**src/rtl/gradient_noise_2d_macros.svh**
```systemverilog
// assertion helpers, clocked on clk and disabled while rst_n is low
`ifndef GRADIENT_NOISE_2D_MACROS_SVH
`define GRADIENT_NOISE_2D_MACROS_SVH
`ifndef SYNTH
`define GN_ASSERT(lbl, prop, msg) \
  lbl: assert property (@(posedge clk) disable iff (!rst_n) prop) else $error(msg);
`define GN_ASSERT_NEXT(lbl, ante, cons, msg) \
  lbl: assert property (@(posedge clk) disable iff (!rst_n) ante |=> cons) else $error(msg);
`else
`define GN_ASSERT(lbl, prop, msg)
`define GN_ASSERT_NEXT(lbl, ante, cons, msg)
`endif
`endif

```
**src/rtl/gn_ram.sv**
```systemverilog
module gn_ram #(
  parameter int W = 8,
  parameter int D = 256
) (
  input  logic                 clk,
  input  logic                 we,
  input  logic [$clog2(D)-1:0] waddr,
  input  logic [W-1:0]         wdata,
  input  logic                 re,
  input  logic [$clog2(D)-1:0] raddr,
  output logic [W-1:0]         rdata_r
);

  logic [W-1:0] mem_r [D];

  always_ff @(posedge clk) begin
    if (we) begin
      mem_r[waddr] <= wdata;
    end
    if (re) begin
      rdata_r <= mem_r[raddr];
    end
  end

endmodule

```
**config.mk**
```make
export PLATFORM = sky130hd
export DESIGN_NAME = gn_ram
export DESIGN_NICKNAME = d
export VERILOG_FILES = /design/src/rtl/gradient_noise_2d_macros.svh /design/src/rtl/gn_ram.sv
export SDC_FILE = /design/constraint.sdc
export NUM_CORES = 2
export LEC_CHECK = 0
export BUFFER_PORTS_ARGS = -buffer_cell sky130_fd_sc_hd__buf_4
export CELL_PAD_IN_SITES_DETAIL_PLACEMENT = 0
export CELL_PAD_IN_SITES_GLOBAL_PLACEMENT = 1
export CORE_UTILIZATION = 55
export CTS_CLUSTER_DIAMETER = 60
export DETAILED_ROUTE_END_ITERATION = 8
export GPL_ROUTABILITY_DRIVEN = 0
export PLACE_DENSITY = 0.87
export SKIP_LAST_GASP = 1
export SYNTH_ARGS = -nofsm -noshare
export SYNTH_HDL_FRONTEND = slang
export SYNTH_SLANG_ARGS = --single-unit
export TNS_END_PERCENT = 30
```
**constraint.sdc**
```tcl
create_clock -name clk -period 2.6 [get_ports clk]
set_input_delay 0.39 -clock clk [delete_from_list [all_inputs] [get_ports clk]]
set_output_delay 0.39 -clock clk [all_outputs]
set_load 0.05 [all_outputs]
```
==> out/qor.tcl <==
set qor(cts_root_buffer) {sky130_fd_sc_hd__clkbuf_16}
set qor(min-delay-path-class) {in2reg}
set qor(drc_violation_count_after_routing) 14
set qor(placement.io_buffers) 34
set qor(synth_common_cells) {2,056 x sky130_fd_sc_hd__edfxtp_1, 454 x sky130_fd_sc_hd__mux4_2, 282 x sky130_fd_sc_hd__nor2_1, 134 x sky130_fd_sc_hd__mux2i_1, 133 x sky130_fd_sc_hd__a22oi_1}
set qor(dpl_cell_area_um2) 86700
set qor(clkSinkCount) 2056
set qor(synth_xor_area_share_pct) 0
set qor(finish.instance_area_um2) 92920
set qor(ys_ff_latch) 2056
set qor(ioPinCount) 35
set qor(timing.critical_path.max_delay_family) {multiplexers}
set qor(synth_sequential_area_ratio_pct) 77.53
set qor(drive_above_1_share_pct) 31.27
set qor(design.die.area_um2) 146300
set qor(critical_path_end_type) {flip-flop}
set qor(tritoncts_buffer_count) 194
set qor(post_synth_main_area_contributors) {sky130_fd_sc_hd__edfxtp_1 78%, sky130_fd_sc_hd__mux4_2 13%, sky130_fd_sc_hd__mux2i_1 1.7%}
set qor(yosys_warnings) 0
set qor(synth-main-ff-cell) {sky130_fd_sc_hd__edfxtp_1}
set qor(vdd_drop_max_mv) 0.6104
set qor(cts_tree) {yes}
set qor(die_w_um) 382.5
set qor(placed_cells) 6069
set qor(cell_internal_pwr_w) 0.05339
set qor(synth-compound-area-share_pct) 3.416
set qor(swShare_pct) 21.45
set qor(cp_data_arrival_time_ns) 3.28
set qor(synth.distinct_cells) 54
set qor(seq_pwr_share_pct) 53.8
set qor(dpl.hpwl_mm) 126.4
set qor(first_iter_violations) 6179
set qor(power.share.clock_pct) 40.5
set qor(class_of_the_most_critical_setup_path) {reg2reg}
set qor(power.leakage_nw) 30.06
set qor(globalRouteOverflowTotal) 0
set qor(postRouteWirelength_mm) 202.1
set qor(power.net_switching_w) 0.01458
set qor(synth_adder_area_share_pct) 0
set qor(grt_antenna_before_repair) 12
set qor(drtAntennaViolNets) 0
set qor(synth_largest_area_cell) {sky130_fd_sc_hd__edfxtp_1}
set qor(critPathMaxStageDelay_ns) 0.57
set qor(synth-simple-area-share_pct) 2.625
set qor(timing.critical_path.from_type) {flip-flop}
set qor(cp_common_cell) {sky130_fd_sc_hd__mux4_2}
set qor(combPwrFrac_pct) 5.6
set qor(grt_start_max_net_pins) 126
set qor(timing.fmax_mhz) 367.0
set qor(critical_path.cell_chain) {mux4_2, mux4_2, nor2b_1, nor4_2, buf_4, nor4_1}
set qor(grtUsageTotal_pct) 27.94
set qor(final_period_minus_worst_setup_slack_ns) 2.725
set qor(post_synth_mux_area_share_pct) 14.60
set qor(slew-limit-headroom_pct) 33.45
set qor(slew_of_the_pin_with_the_lowest_slew_margin_ns) 0.9731
set qor(fin_skew_ns) 0.02819
set qor(clkTransAtPathRegs_ns) 0.06
set qor(route.vias.total) 42430
set qor(drv_slew) 0
set qor(setup-violations-final) 4
set qor(avgRoutedWirePerCell_um) 31.43
set qor(maxCapViolCount) 0
set qor(synth_top_family_by_area) {multiplexers}
set qor(violations) {design-rule violations, negative setup slack}
set qor(netlist_area_um2) 79640
set qor(flow.area_growth_from_synthesis_pct) 16.68
set qor(number_of_synthesized_flops_with_an_enable_pin) 2056
set qor(fin_cells) 6432
set qor(r2r_setup_slack_ns) -0.12
set qor(synth.net_count) 3760
set qor(async_flop_share_pct) 0
set qor(worst_slack_ns) -0.1247
set qor(cts.htree.levels) 4
set qor(outcome) {finished with violations}
set qor(p_per_area_nw_per_um2) 731.5
set qor(critical-path-slowest-cell) {sky130_fd_sc_hd__nor4_2}
set qor(cts_max_path_buffers) 3
set qor(final.hold.worst_slack_ns) 0.04249
set qor(routed_via_density) 6.597
set qor(design_power_total_w) 0.06797
set qor(number_of_global_route_vias_before_repair) 42650
set qor(initial_core_util_pct) 55.44
set qor(synth_top_area_share_pct) 77.53
set qor(die_h_um) 382.5
set qor(std_cell_rows) 139
set qor(grt_pass1_wl_mm) 293.6
set qor(grt_setup_unrepaired) {yes}
set qor(critPathBufInv) 1
set qor(syn_avg_cell_area_um2) 21.33
set qor(drt_first_pass_iters) 8
set qor(worst-path-max-fanout) 1
set qor(clk_latency_ns) 0.84
set qor(placeableCoreArea_um2) 143700
set qor(final_stage_net_count) 4391
set qor(synth.most_common_cell) {sky130_fd_sc_hd__edfxtp_1}
set qor(hold_viol_final) 0
set qor(multi_input_combinational_cell_area_um2) 16510
set qor(fin_crit_sh_pct) 104.8
set qor(timing.critical_path.required_ns) 3.16
set qor(fillers) 8897
set qor(synthesis.instances) 3733
set qor(seqCellArea_um2) 61740
flip-flops by register name, indices dropped and copies added, names as in the netlist:
signal,cells
rdata_r,8
mem_r,2048
worst register-to-register path: stages (launching register included):
cell,delay [ns]
sky130_fd_sc_hd__edfxtp_1,0.39
sky130_fd_sc_hd__mux4_2,0.50
sky130_fd_sc_hd__mux4_2,0.54
sky130_fd_sc_hd__nor2b_1,0.19
sky130_fd_sc_hd__nor4_2,0.57
sky130_fd_sc_hd__buf_4,0.22
sky130_fd_sc_hd__nor4_1,0.05
per-stage QoR:
step | setup TNS, ns | setup slack [ns] | util (%)
floorplan | 0 | 0.1339 | -
global placement | -6.101 | -1.124 | 60.35
detailed placement | -6.405 | -1.093 | 60.35
CTS | -0.6043 | -0.1720 | 64.66
global route | -0.4862 | -0.1476 | 64.67
finish | -0.3628 | -0.1247 | 64.68
power by group through the flow:
stage,sequential (W),combinational (W),clock (W)
after global routing,0.0366,0.00397,0.0289
after global placement,0.0373,0.00365,0
after detailed placement,0.0373,0.00373,0
after floorplan,0.0373,0.00178,0
after CTS,0.0366,0.00378,0.0278
final,0.0366,0.00382,0.0276
final cells by class:
type	instances	share of cell area, %
inverters	2	0.008079
flip-flops and latches	2056	66.44
multi-input cells	1442	17.77
clock inverters	123	1.211
diodes	7	0.01885
well taps	1903	2.562
repair buffers	668	6.590
clock buffers	231	5.397
cells by family after synthesis:
| group | after synthesis |
|---|---|
| compound gates | 385 |
| buf+inv | 235 |
| simple gates | 466 |
| flops | 2056 |
| mux | 591 |
repair_timing:
| action | CTS | global route |
|---|---|---|
| pin swaps | 0 | 0 |
| gates resized for setup | 5 | 3 |
| setup endpoints to repair | 6 | 6 |
| endpoints found under the hold margin | 27 | 0 |
| hold buffers | 2 | 0 |
| setup buffers | 0 | 0 |
final timing paths:
check | from | to | cells past startpoint
min | wdata[2] | mem_r[150][2]$_DFFE_PP_ | 1
min reg2reg | mem_r[36][6]$_DFFE_PP_ | rdata_r[6]$_DFFE_PP_ | 6
max | mem_r[70][4]$_DFFE_PP_ | rdata_r[4]$_DFFE_PP_ | 6
max reg2reg | mem_r[70][4]$_DFFE_PP_ | rdata_r[4]$_DFFE_PP_ | 6
cells in the final DEF (no fill, tap or decap), drive strengths merged, types with 4 or more instances in the layout:
cell	netlist	routed
nand2	33	33
a211oi	16	16
o221ai	47	47
o22ai	28	28
edfxtp	2056	2056
a2111oi	5	5
diode	0	7
nand3	34	34
inv	1	14
or2	4	4
o32ai	5	5
o211ai	10	10
nand2b	8	8
a21oi	96	96
buf	122	658
mux4	456	456
a221oi	14	14
nand4	10	10
o21ai	12	12
bufinv	0	15
and2	6	6
clkbuf	111	239
nor4	27	27
nor2	282	282
o22a	5	5
a22oi	133	133
clkinv	1	94
mux2i	134	134
nor2b	31	31
nor3	22	22
a22o	8	8
layer usage:
layer	GRT usage, %	vias up	routed length, um
met4	11.10	10	8460
met5	0	-	57
met3	7.703	483	26410
met2	42.96	3065	95080
li1	-	16950	-
met1	38.28	21920	72140
(Power assumes the default switching activity.)
