--- src/rtl/gradient_noise_2d_macros.svh ---
// assertion helpers, clocked on clk and disabled while rst_n is low
`ifndef GRADIENT_NOISE_2D_MACROS_SVH
`define GRADIENT_NOISE_2D_MACROS_SVH
`ifndef SYNTH
`define GN_ASSERT(lbl, prop, msg) \
  lbl: assert property (@(posedge clk) disable iff (!rst_n) prop) else $error(msg);
`define GN_ASSERT_NEXT(lbl, ante, cons, msg) \
  lbl: assert property (@(posedge clk) disable iff (!rst_n) ante |=> cons) else $error(msg);
`else
`define GN_ASSERT(lbl, prop, msg)
`define GN_ASSERT_NEXT(lbl, ante, cons, msg)
`endif
`endif

--- src/rtl/gn_pkg.sv ---
package gn_pkg;

  localparam int TABLE_SIZE = 256;
  localparam int IDX_W      = $clog2(TABLE_SIZE);
  localparam int GRAD_BITS  = 16;
  localparam int GRAD2_W    = 2 * GRAD_BITS;
  localparam int GRAD_FRAC  = 14;
  localparam int Q_FRAC     = 16;
  localparam int PERM_W     = 8;
  localparam int OCT_W      = 4;
  localparam int OCT_SH     = 4;
  localparam int COORD_W    = 32;
  localparam int LOC_W      = IDX_W + Q_FRAC;
  localparam int MAC_W      = 24;
  localparam int PROD_W     = 2 * MAC_W;
  localparam int DIV_W      = 40;
  localparam int DVS_W      = 4;
  localparam int SUM_W      = 34;
  localparam int FADE_THREE = 3;

  localparam logic [OCT_W-1:0] MAX_OCT = 4'd8;
  localparam logic signed [MAC_W-1:0] FADE_K = MAC_W'(FADE_THREE << Q_FRAC);

  localparam logic [2:0] FN_LOAD_PERM  = 3'd0;
  localparam logic [2:0] FN_LOAD_GRAD1 = 3'd1;
  localparam logic [2:0] FN_LOAD_GRAD2 = 3'd2;
  localparam logic [2:0] FN_NOISE1     = 3'd3;
  localparam logic [2:0] FN_NOISE2     = 3'd4;
  localparam logic [2:0] FN_OCTAVE     = 3'd5;

  typedef enum logic [4:0] {
    ST_IDLE, ST_SCX, ST_SCXW, ST_SCY, ST_SCYW, ST_PI, ST_PJ,
    ST_FX1, ST_FX2, ST_FX3, ST_FY1, ST_FY2, ST_FY3,
    ST_CP, ST_CG, ST_CMX, ST_CMY, ST_CST, ST_G1P, ST_G1M, ST_G1S,
    ST_BA, ST_BAS, ST_BB, ST_BBS, ST_BF, ST_BFS, ST_ND,
    ST_DIV, ST_DIVW, ST_FIN
  } state_t;

  function automatic logic signed [COORD_W-1:0] sat32(input logic signed [SUM_W-1:0] v);
    logic signed [COORD_W-1:0] r;
    r = v[COORD_W-1:0];
    if (!v[SUM_W-1] && (v[SUM_W-2:COORD_W-1] != '0))
      r = {1'b0, {(COORD_W-1){1'b1}}};
    else if (v[SUM_W-1] && (v[SUM_W-2:COORD_W-1] != '1))
      r = {1'b1, {(COORD_W-1){1'b0}}};
    return r;
  endfunction

endpackage

--- src/rtl/gn_mac.sv ---
module gn_mac import gn_pkg::*; (
  input  logic                     clk,
  input  logic                     en,
  input  logic                     acc,
  input  logic signed [MAC_W-1:0]  a,
  input  logic signed [MAC_W-1:0]  b,
  output logic signed [PROD_W-1:0] p_r
);

  always_ff @(posedge clk) begin
    if (en) begin
      p_r <= (acc ? p_r : PROD_W'(0)) + a * b;
    end
  end

endmodule

--- config.mk ---
export PLATFORM = sky130hd
export DESIGN_NAME = gn_mac
export DESIGN_NICKNAME = d
export VERILOG_FILES = /design/src/rtl/gradient_noise_2d_macros.svh /design/src/rtl/gn_pkg.sv /design/src/rtl/gn_mac.sv
export SDC_FILE = /design/constraint.sdc
export NUM_CORES = 2
export LEC_CHECK = 0
export ABC_AREA = 1
export BUFFER_PORTS_ARGS = -buffer_cell sky130_fd_sc_hd__buf_2
export CORE_MARGIN = 2
export CORE_UTILIZATION = 35
export CTS_BUF_LIST = sky130_fd_sc_hd__clkbuf_16
export DETAILED_ROUTE_END_ITERATION = 16
export HOLD_SLACK_MARGIN = 0.06
export PLACE_DENSITY = 0.48
export SKIP_LAST_GASP = 1
export SLEW_MARGIN = 20
export SYNTH_ARGS = -nofsm -noshare
export SYNTH_HDL_FRONTEND = slang
export SYNTH_SLANG_ARGS = --single-unit
--- constraint.sdc ---
create_clock -name clk -period 7.8 [get_ports clk]
set_clock_uncertainty 0.2 [all_clocks]
set_input_delay 0.78 -clock clk [delete_from_list [all_inputs] [get_ports clk]]
set_output_delay 0.78 -clock clk [all_outputs]
set_load 0.005 [all_outputs]
==> metrics.md <==
| Metric | Value |
|---|---|
| Status | `completed` |
| Top Registers | `p_r: 48 flops` |
| Crit Path Class | `primary input to register` |
| Hold Path Depth | `3` |
| Grt ovf | `0` |
| Delay-heaviest family, CP | `adder cells` |
| Number of buffers created by CTS | `5` |
| Worst hold start | `p_r[0]` |
| Synth Register Bits | `48` |
| Sequential Area | `~0.0014 sq mm` |
| Reg-to-reg endpoint | `p_r[30]` |
| Largest net degree at the start of global routing | `between 40 and 50` |
| Initial antenna violation count | `0` |
| Transition time of the tightest slew-check pin | `between 900 and 1000 ps` |
| CTS max path bufs | `2` |
| Nets@finish | `approximately 4200` |
| Fin util | `0.379` |
| First-pass GRT wire length | `between 100 and 150 mm` |
| R2R cell count | `19` |
| Area of the multi-input gates | `0.0202 sq mm` |
| Final Hold Fails | `0` |
| RSZ-0062 raised after global routing | `false` |
| Worst path most repeated cell | `fa_1` |
| Critical path capture point type | `register` |
| Placer's final routability congestion estimate | `between 0.9 and 1` |
| Net count after synthesis | `approximately 4100` |
| Share of layout cells above drive strength 1 | `0.0678` |
| Post-DP Area | `about 0.028 sq mm` |
| Distinct cells, synth | `37` |
| Ys async rst share | `0` |
| Total GRT Usage | `0.204` |
| Die area | `roughly 0.077 sq mm` |
| Yosys Warn Count | `0` |
| Total negative slack | `0 ps` |
| Sink Count | `48` |
| Final Cell Area | `about 0.028 sq mm` |
| CP required | `between 7000 and 8000 ps` |
| DRC violations left | `0` |
| Initial Utilization | `0.353` |
| Seq/Total Area, Yosys | `0.0551` |
| Maxcap violations | `0` |
| CTS tree | `yes` |
| Crit-path slowest cell | `fa_1` |
| Initial DRC count | `1215` |
| Clk_lat worst skew | `310 ps` |
| DP HPWL | `roughly 67 mm` |
| Period utilization | `0.913` |
| Final worst path period need | `about 7000 ps` |
| Synth-to-layout area growth | `7.46%` |
| Fill count | `roughly 8000` |
| Endpoints failing setup | `0` |
| Final Max Tran Viols | `0` |
| Worst-path clk slew | `approximately 70 ps` |
| Crit Path Max Fanout | `16` |
| Post-Route WL | `about 74 mm` |
| RR Startpoint | `p_r[23]` |
| Synth Flop Type | `edfxtp_1` |
| Core Rows | `100` |
| Final ANT Viol Nets | `0` |
| Relative slew slack | `0.363` |
| Drt wl/cell | `17.3 um` |
| Die W | `278 um` |
| CTS root buffer | `clkbuf_16` |
| R2R setup slack | `between 2000 and 2500 ps` |
| Worst endpoint data arrival time | `about 7000 ps` |
| Setup Buffers After CTS | `0` |
| Syn Inst Count | `around 3300` |
| Startpoint class of the critical path | `primary input` |
| Die height | `approximately 280 um` |
| Post-Syn Area | `roughly 0.026 sq mm` |
| IO buf count | `approximately 100` |
| CTS H-tree lvls | `2` |
| Syn avg cell area | `between 8 and 9 sq um` |
| Critical path cell sequence | `buf_2, nand2_1, fa_1, inv_1, fa_1, inv_1, fa_1, inv_1, fa_1, inv_1, fa_1, fa_1, fa_1, inv_1, ha_1, nand2_1, nor2_1, nand2_1, nor2_1, nand2_1, a21oi_2, nor2_1, nand3_1, nand2_1` |
| IO Count | `about 100` |
| Max FFs per register | `48` |
| Biggest register | `p_r` |
| DR vias | `about 20000` |
| Fmax | `140 MHz` |
| Buf/Inv on CP | `6` |
| Post-synth EDFFs | `between 40 and 50` |
| Crit-path max cell delay | `about 660 ps` |
| Post-CTS Resized | `0` |
| Worst Hold Path EP | `p_r[0]` |
| Cts hold-fix bufs | `0` |
| Worst hold path class | `register to register` |
| Core box area | `~0.074 sq mm` |
| Pre-Repair DR Iteration Count | `7` |
| Vias in the first global route | `21400` |
| Via-to-Cell Ratio | `roughly 4.5` |
-- Yosys cell counts (3+ instances only) --
cell      number  share of area
edfxtp_1      48          0.055
a21oi_2        7         0.0023
a21o_1         3        0.00086
nor2_4         3         0.0013
nor3_1         6         0.0011
nor2_1        82          0.012
nand4_1       15         0.0036
o21ai_0       15         0.0029
inv_2          7         0.0010
o21ai_1        5        0.00096
nand3_2        4         0.0015
nor2_2         7         0.0017
nand2_1      881           0.13
nor3_2         3         0.0011
o21bai_1      11         0.0032
xnor2_1        8         0.0027
a21oi_1       46         0.0088
ha_1         159          0.076
xor2_1        26         0.0087
inv_1       1089           0.16
fa_1         651           0.50
nand3_1       54          0.010
nand2_2       17         0.0041
or2_2          8         0.0019
clkbuf_1     100          0.014
-- per-stage QoR --
step	std cells	worst slack, ps	hold WS [ps]
floorplan	3269	852	441
global placement	4293	317	457
detailed placement	4293	322	458
CTS	4301	633	484
global route	4301	233	548
finish	4302	682	477
-- routing by layer --
metal	vias to the layer above	wire, um	global-route usage
met5	-	0	0
met4	0	1420	0.0387
met3	61	2620	0.0138
met2	372	34100	0.332
met1	9847	36300	0.300
li1	9162	-	-
-- final cells by class --
class,count,share of cell area
Antenna cell,1,0.0000889
Timing Repair Buffer,156,0.0338
Inverter,1097,0.146
Clock inverter,3,0.00151
Sequential cell,48,0.0512
Clock buffer,5,0.00445
Tap cell,969,0.0431
Multi-Input combinational cell,2023,0.719
-- placed cells by master (no fill, tap or decap), drive strengths merged --
cell type / instances
diode: 1
edfxtp: 48
clkinvlp: 1
clkbuf: 5
and3: 1
fa: 651
clkinv: 2
a21oi: 53
nor3: 9
o21ai: 21
a21boi: 2
nor2: 92
nand3b: 2
nor4: 1
bufinv: 1
nand2: 900
nand3: 58
xor2: 26
nand2b: 1
a21o: 3
and2: 1
o21bai: 12
ha: 159
inv: 1096
or2: 8
xnor2: 8
buf: 156
nand4: 15
-- kinds of logic after synthesis --
group | synth area share
DFF | 0.0551
adders and majority gates | 0.574
buffers and inverters | 0.172
and+or+nand+nor | 0.167
AOI/OAI and AO/OA | 0.0206
xor gates and xnor gates | 0.0114
-- worst register-to-register path, delay by kind of cell, from the launching register on --
kind	cells	cell delay [ps]
compound gates	2	440
xor+xnor	1	270
fa+ha+maj	6	2970
buf+inv	5	270
flops	1	470
simple gates	5	520
-- worst max path at each step --
stage               start      end  slack (ps)  cells past startpoint
finish               b[9]  p_r[47]         680                     24
global route         b[9]  p_r[47]         230                     24
CTS                 b[10]  p_r[47]         630                     24
detailed placement  b[10]  p_r[47]         320                     24
global placement    b[10]  p_r[47]         320                     24
floorplan           a[23]  p_r[47]         850                     26
Power is not shown: default switching activity piles up to over one toggle a cycle in this logic, so the estimate is an artifact.
