**src/rtl/gradient_noise_2d_macros.svh**
```systemverilog
// assertion helpers, clocked on clk and disabled while rst_n is low
`ifndef GRADIENT_NOISE_2D_MACROS_SVH
`define GRADIENT_NOISE_2D_MACROS_SVH
`ifndef SYNTH
`define GN_ASSERT(lbl, prop, msg) \
  lbl: assert property (@(posedge clk) disable iff (!rst_n) prop) else $error(msg);
`define GN_ASSERT_NEXT(lbl, ante, cons, msg) \
  lbl: assert property (@(posedge clk) disable iff (!rst_n) ante |=> cons) else $error(msg);
`else
`define GN_ASSERT(lbl, prop, msg)
`define GN_ASSERT_NEXT(lbl, ante, cons, msg)
`endif
`endif

```
**src/rtl/gn_pkg.sv**
```systemverilog
package gn_pkg;

  localparam int TABLE_SIZE = 256;
  localparam int IDX_W      = $clog2(TABLE_SIZE);
  localparam int GRAD_BITS  = 16;
  localparam int GRAD2_W    = 2 * GRAD_BITS;
  localparam int GRAD_FRAC  = 14;
  localparam int Q_FRAC     = 16;
  localparam int PERM_W     = 8;
  localparam int OCT_W      = 4;
  localparam int OCT_SH     = 4;
  localparam int COORD_W    = 32;
  localparam int LOC_W      = IDX_W + Q_FRAC;
  localparam int MAC_W      = 24;
  localparam int PROD_W     = 2 * MAC_W;
  localparam int DIV_W      = 40;
  localparam int DVS_W      = 4;
  localparam int SUM_W      = 34;
  localparam int FADE_THREE = 3;

  localparam logic [OCT_W-1:0] MAX_OCT = 4'd8;
  localparam logic signed [MAC_W-1:0] FADE_K = MAC_W'(FADE_THREE << Q_FRAC);

  localparam logic [2:0] FN_LOAD_PERM  = 3'd0;
  localparam logic [2:0] FN_LOAD_GRAD1 = 3'd1;
  localparam logic [2:0] FN_LOAD_GRAD2 = 3'd2;
  localparam logic [2:0] FN_NOISE1     = 3'd3;
  localparam logic [2:0] FN_NOISE2     = 3'd4;
  localparam logic [2:0] FN_OCTAVE     = 3'd5;

  typedef enum logic [4:0] {
    ST_IDLE, ST_SCX, ST_SCXW, ST_SCY, ST_SCYW, ST_PI, ST_PJ,
    ST_FX1, ST_FX2, ST_FX3, ST_FY1, ST_FY2, ST_FY3,
    ST_CP, ST_CG, ST_CMX, ST_CMY, ST_CST, ST_G1P, ST_G1M, ST_G1S,
    ST_BA, ST_BAS, ST_BB, ST_BBS, ST_BF, ST_BFS, ST_ND,
    ST_DIV, ST_DIVW, ST_FIN
  } state_t;

  function automatic logic signed [COORD_W-1:0] sat32(input logic signed [SUM_W-1:0] v);
    logic signed [COORD_W-1:0] r;
    r = v[COORD_W-1:0];
    if (!v[SUM_W-1] && (v[SUM_W-2:COORD_W-1] != '0))
      r = {1'b0, {(COORD_W-1){1'b1}}};
    else if (v[SUM_W-1] && (v[SUM_W-2:COORD_W-1] != '1))
      r = {1'b1, {(COORD_W-1){1'b0}}};
    return r;
  endfunction

endpackage

```
**src/rtl/gn_div.sv**
```systemverilog
module gn_div import gn_pkg::*; (
  input  logic                    clk,
  input  logic                    rst_n,
  input  logic                    start,
  input  logic signed [DIV_W-1:0] dividend,
  input  logic [DVS_W-1:0]        divisor,
  output logic                    busy,
  output logic                    done,
  output logic [DIV_W-1:0]        quot
);

  localparam int CNT_W = $clog2(DIV_W + 1);

  logic [CNT_W-1:0] cnt_r;
  logic             busy_r;
  logic             done_r;
  logic             neg_r;
  logic [DIV_W-1:0] q_r;
  logic [DVS_W-1:0] rem_r;
  logic [DVS_W-1:0] d_r;
  logic [DVS_W-1:0] trial;

  // floor division: negative dividends go through one's complement
  assign trial = {rem_r[DVS_W-2:0], q_r[DIV_W-1]};

  always_ff @(posedge clk) begin
    if (!rst_n) begin
      busy_r <= 1'b0;
      done_r <= 1'b0;
      cnt_r  <= '0;
    end else begin
      done_r <= 1'b0;
      if (start) begin
        busy_r <= 1'b1;
        cnt_r  <= CNT_W'(DIV_W);
      end else if (busy_r) begin
        cnt_r <= cnt_r - 1'b1;
        if (cnt_r == CNT_W'(1)) begin
          busy_r <= 1'b0;
          done_r <= 1'b1;
        end
      end
    end
  end

  always_ff @(posedge clk) begin
    if (start) begin
      neg_r <= dividend[DIV_W-1];
      q_r   <= dividend[DIV_W-1] ? ~dividend : dividend;
      rem_r <= '0;
      d_r   <= divisor;
    end else if (busy_r) begin
      if (trial >= d_r) begin
        rem_r <= trial - d_r;
        q_r   <= {q_r[DIV_W-2:0], 1'b1};
      end else begin
        rem_r <= trial;
        q_r   <= {q_r[DIV_W-2:0], 1'b0};
      end
    end
  end

  assign busy = busy_r;
  assign done = done_r;
  assign quot = neg_r ? ~q_r : q_r;

endmodule

```
**config.mk**
```make
export PLATFORM = sky130hd
export DESIGN_NAME = gn_div
export DESIGN_NICKNAME = d
export VERILOG_FILES = /design/src/rtl/gradient_noise_2d_macros.svh /design/src/rtl/gn_pkg.sv /design/src/rtl/gn_div.sv
export SDC_FILE = /design/constraint.sdc
export NUM_CORES = 1
export LEC_CHECK = 0
export BUFFER_PORTS_ARGS = -buffer_cell sky130_fd_sc_hd__buf_4
export CORE_ASPECT_RATIO = 1.25
export CORE_MARGIN = 1.5
export CORE_UTILIZATION = 43
export CTS_BUF_LIST = sky130_fd_sc_hd__clkbuf_4
export CTS_CLUSTER_SIZE = 12
export DETAILED_ROUTE_END_ITERATION = 16
export GPL_ROUTABILITY_DRIVEN = 1
export GPL_TIMING_DRIVEN = 1
export PLACE_DENSITY = 0.68
export SETUP_SLACK_MARGIN = 0.2
export SYNTH_ARGS = -nofsm -noshare
export SYNTH_HDL_FRONTEND = slang
export SYNTH_SLANG_ARGS = --single-unit
```
**constraint.sdc**
```tcl
create_clock -name clk -period 2.08 [get_ports clk]
set_input_delay 0.104 -clock clk [delete_from_list [all_inputs] [get_ports clk]]
set_output_delay 0.104 -clock clk [all_outputs]
set_load 0.05 [all_outputs]
```
==> results.py <==
metrics = {
    "run_status": {
        "status": "finished clean",
    },
    "setup_path": {
        "path_class": "flop to flop",
        "end_kind": "flop",
        "r2r_setup_slack_ns": 0.27,
        "reg2reg_depth": 6,
        "slowest_stage": "fa_1",
        "path_max_fanout": 4,
        "cp_slowest_stage_delay_ns": 0.40,
        "crit_arrival_ns": 2.09,
        "required_ns": 2.36,
        "startpoint_type": "flop",
        "crit_start": "q_r[39]$_DFFE_PP_",
        "crit_chain": "inv_1 -> ha_1 -> fa_1 -> a21boi_1 -> o21a_1 -> o311ai_1",
        "reg2reg_from": "q_r[39]$_DFFE_PP_",
    },
    "clock_tree": {
        "cts.sinks": 56,
        "clk-insertion-delay-late_ns": 0.36,
        "cts_tree": "yes",
        "cts-buffers-inserted": 5,
        "clockBufferDepth": 2,
        "cts_root_buffer": "clkbuf_4",
        "cts-htree-levels": 2,
        "clk_pin_slew_ns": 0.15,
    },
    "sta": {
        "finalSetupTns_ns": 0,
        "finalHoldViolCount": 0,
        "period_share_pct": 87.2,
        "skew_ns": 0.0103,
        "rsz0062_at_grt": "yes",
        "max_freq_mhz": 551,
        "worst_pin_slew_ns": 0.650,
        "setup_viol": 0,
        "fin_crit_ns": 1.81,
        "final_max_slew_viol_count": 0,
        "slew_headroom_pct": 56.7,
    },
    "yosys": {
        "ys_seq_area_share_pct": 50.8,
        "synth_cells": 288,
        "synth_edf_count": 45,
        "syn_area_per_cell_um2": 10.7,
        "ys_async_sr_fraction_pct": 0,
        "yosysWarnings": 0,
        "syn_nets": 342,
        "syn_area_mm2": 0.00310,
        "synth_seq_cells": 56,
        "synthDistinctLibCells": 29,
        "synth_top_flop_cell": "edfxtp_1",
    },
    "route": {
        "routedWlPerCell_um": 13.1,
        "vias": 2275,
        "drt-total-wl_um": 6100,
        "firstDrtPassIters": 4,
        "via_per_inst": 4.90,
        "route.detailed.drc": 0,
        "drt_iter0_drc": 71,
        "ant_nets": 0,
    },
    "grt": {
        "grt_pass1_wl_um": 10100,
        "overflow": 0,
        "grt_usage_pct": 16.2,
        "antenna_found_initial": 0,
        "grt_max_degree": 63,
        "grt_pass1_vias": 2178,
    },
    "hold_path": {
        "hold_path.class": "input pin to flop",
        "min_from": "dividend[11]",
        "whs_path_depth": 3,
    },
    "flow_run": {
        "maxCapViolCount": 0,
    },
    "power_and_ir_drop": {
        "p_leak_uw": 0.00158,
        "cellPowerDensity_mw_per_mm2": 832,
        "ir_worst_vdd_mv": 0.379,
        "p_total_uw": 3300,
    },
    "place": {
        "io_buffers": 88,
        "gp_congestion": 0.786,
        "hpwlAfterDp_um": 4360,
    },
    "floorplanning": {
        "die_w_um": 78.9,
        "initial_core_util_pct": 44.4,
        "die_area_mm2": 0.00772,
        "ios": 89,
        "core_area_mm2": 0.00698,
        "rows": 34,
        "die_h_um": 97.9,
    },
    "finish": {
        "multiInputGateArea_mm2": 0.00140,
        "final_util_pct": 56.8,
        "area_delta_synth_final_pct": 28.0,
        "regArea_mm2": 0.00157,
        "fin_nets": 427,
        "antenna_cells": 0,
        "final_common_cell": "buf_4",
        "fillers": 635,
        "layout_common_cells": "buf_4, edfxtp_1, xor2_1",
        "drive_gt1_share_pct": 27.8,
    },
}
-- report_power, final --
group | switching (µW) | leakage [µW] | internal [µW]
Sequential | 80.4 | 0.000532 | 1350
Combinational | 845 | 0.00100 | 437
Clock | 317 | 0.0000456 | 266
-- final timing paths --
path	end
max reg2reg	rem_r[0]$_SDFFE_PP0P_
min reg2reg	rem_r[2]$_SDFFE_PP0P_
max	rem_r[0]$_SDFFE_PP0P_
min	q_r[11]$_DFFE_PP_
-- cell usage after synthesis (2+ instances only) --
library cell   n  area share (%)
edfxtp_1      45              44
nor2_1        42             5.1
xor2_1        42              12
a21oi_1       41             6.6
xnor2_1       41              12
dfxtp_1       11             7.1
inv_1          9             1.1
buf_2          8             1.3
clkbuf_1       6            0.73
ha_1           6             2.4
nand2_1        6            0.73
buf_1          5            0.61
o2111ai_1      3            0.85
o21a_1         3            0.73
o311ai_0       3            0.85
nor2b_1        2            0.40
nor4_1         2            0.40
o31a_1         2            0.57
-- per-layer routing --
| layer | vias to the layer above | wire, µm | GRT usage (%) |
|---|---|---|---|
| li1 | 1146 | - | - |
| met1 | 1058 | 2520 | 20.0 |
| met2 | 64 | 3220 | 29.1 |
| met3 | 7 | 264 | 2.15 |
| met4 | 0 | 91 | 5.26 |
| met5 | - | 0 | 0 |
-- stage by stage --
stage          instance area, µm²  hold WS (ns)  worst slack [ns]  cells
6_report                     3960         0.103             0.265    464
4_1_cts                      3960        0.0890             0.220    464
2_1_floorplan                3100         0.203             0.210    288
3_5_place_dp                 3820         0.284             0.152    450
3_3_place_gp                 3820         0.283             0.250    450
5_1_grt                      3960        0.0853             0.168    464
-- cell families after synthesis --
group | after synthesis | synth area share, %
flip-flops | 56 | 50.8
buffers and inverters | 29 | 4.08
multiplexers | 1 | 0.323
adder cells (fa/ha/maj) | 7 | 3.07
AND/OR/NAND/NOR | 57 | 7.92
XOR/XNOR | 83 | 23.5
AO/OA/AOI/OAI | 55 | 10.3
-- flip-flops by register name (all words and copies together) (netlist names) --
name	cells
neg_r	1
busy	1
d_r	4
q_r	40
done	1
cnt_r	6
rem_r	3
-- worst max-delay path, delay by kind of cell, from the launching register on --
family	cells	cell delay (ns)
adders and majority gates	2	0.60
AOI/OAI and AO/OA	3	0.70
buffers and inverters	1	0.05
DFF	1	0.39
-- timing repair --
action / CTS / global route
resized for setup: 2 / 2
endpoints found under the setup margin: 3 / 3
hold endpoints to repair: 7 / 0
setup buffers: 1 / 0
hold buffers: 5 / 0
pin swaps: 1 / 0
cloned: 0 / 0
-- area by class of cell --
type	count	share of cell area, %
inverter	9	0.947
tap	90	2.84
sequential	56	39.7
clock buffer	6	1.14
clock inverter	2	0.884
multi-input combinational	203	35.3
timing repair buffer	98	19.2
Power figures use the tool's default switching activity.
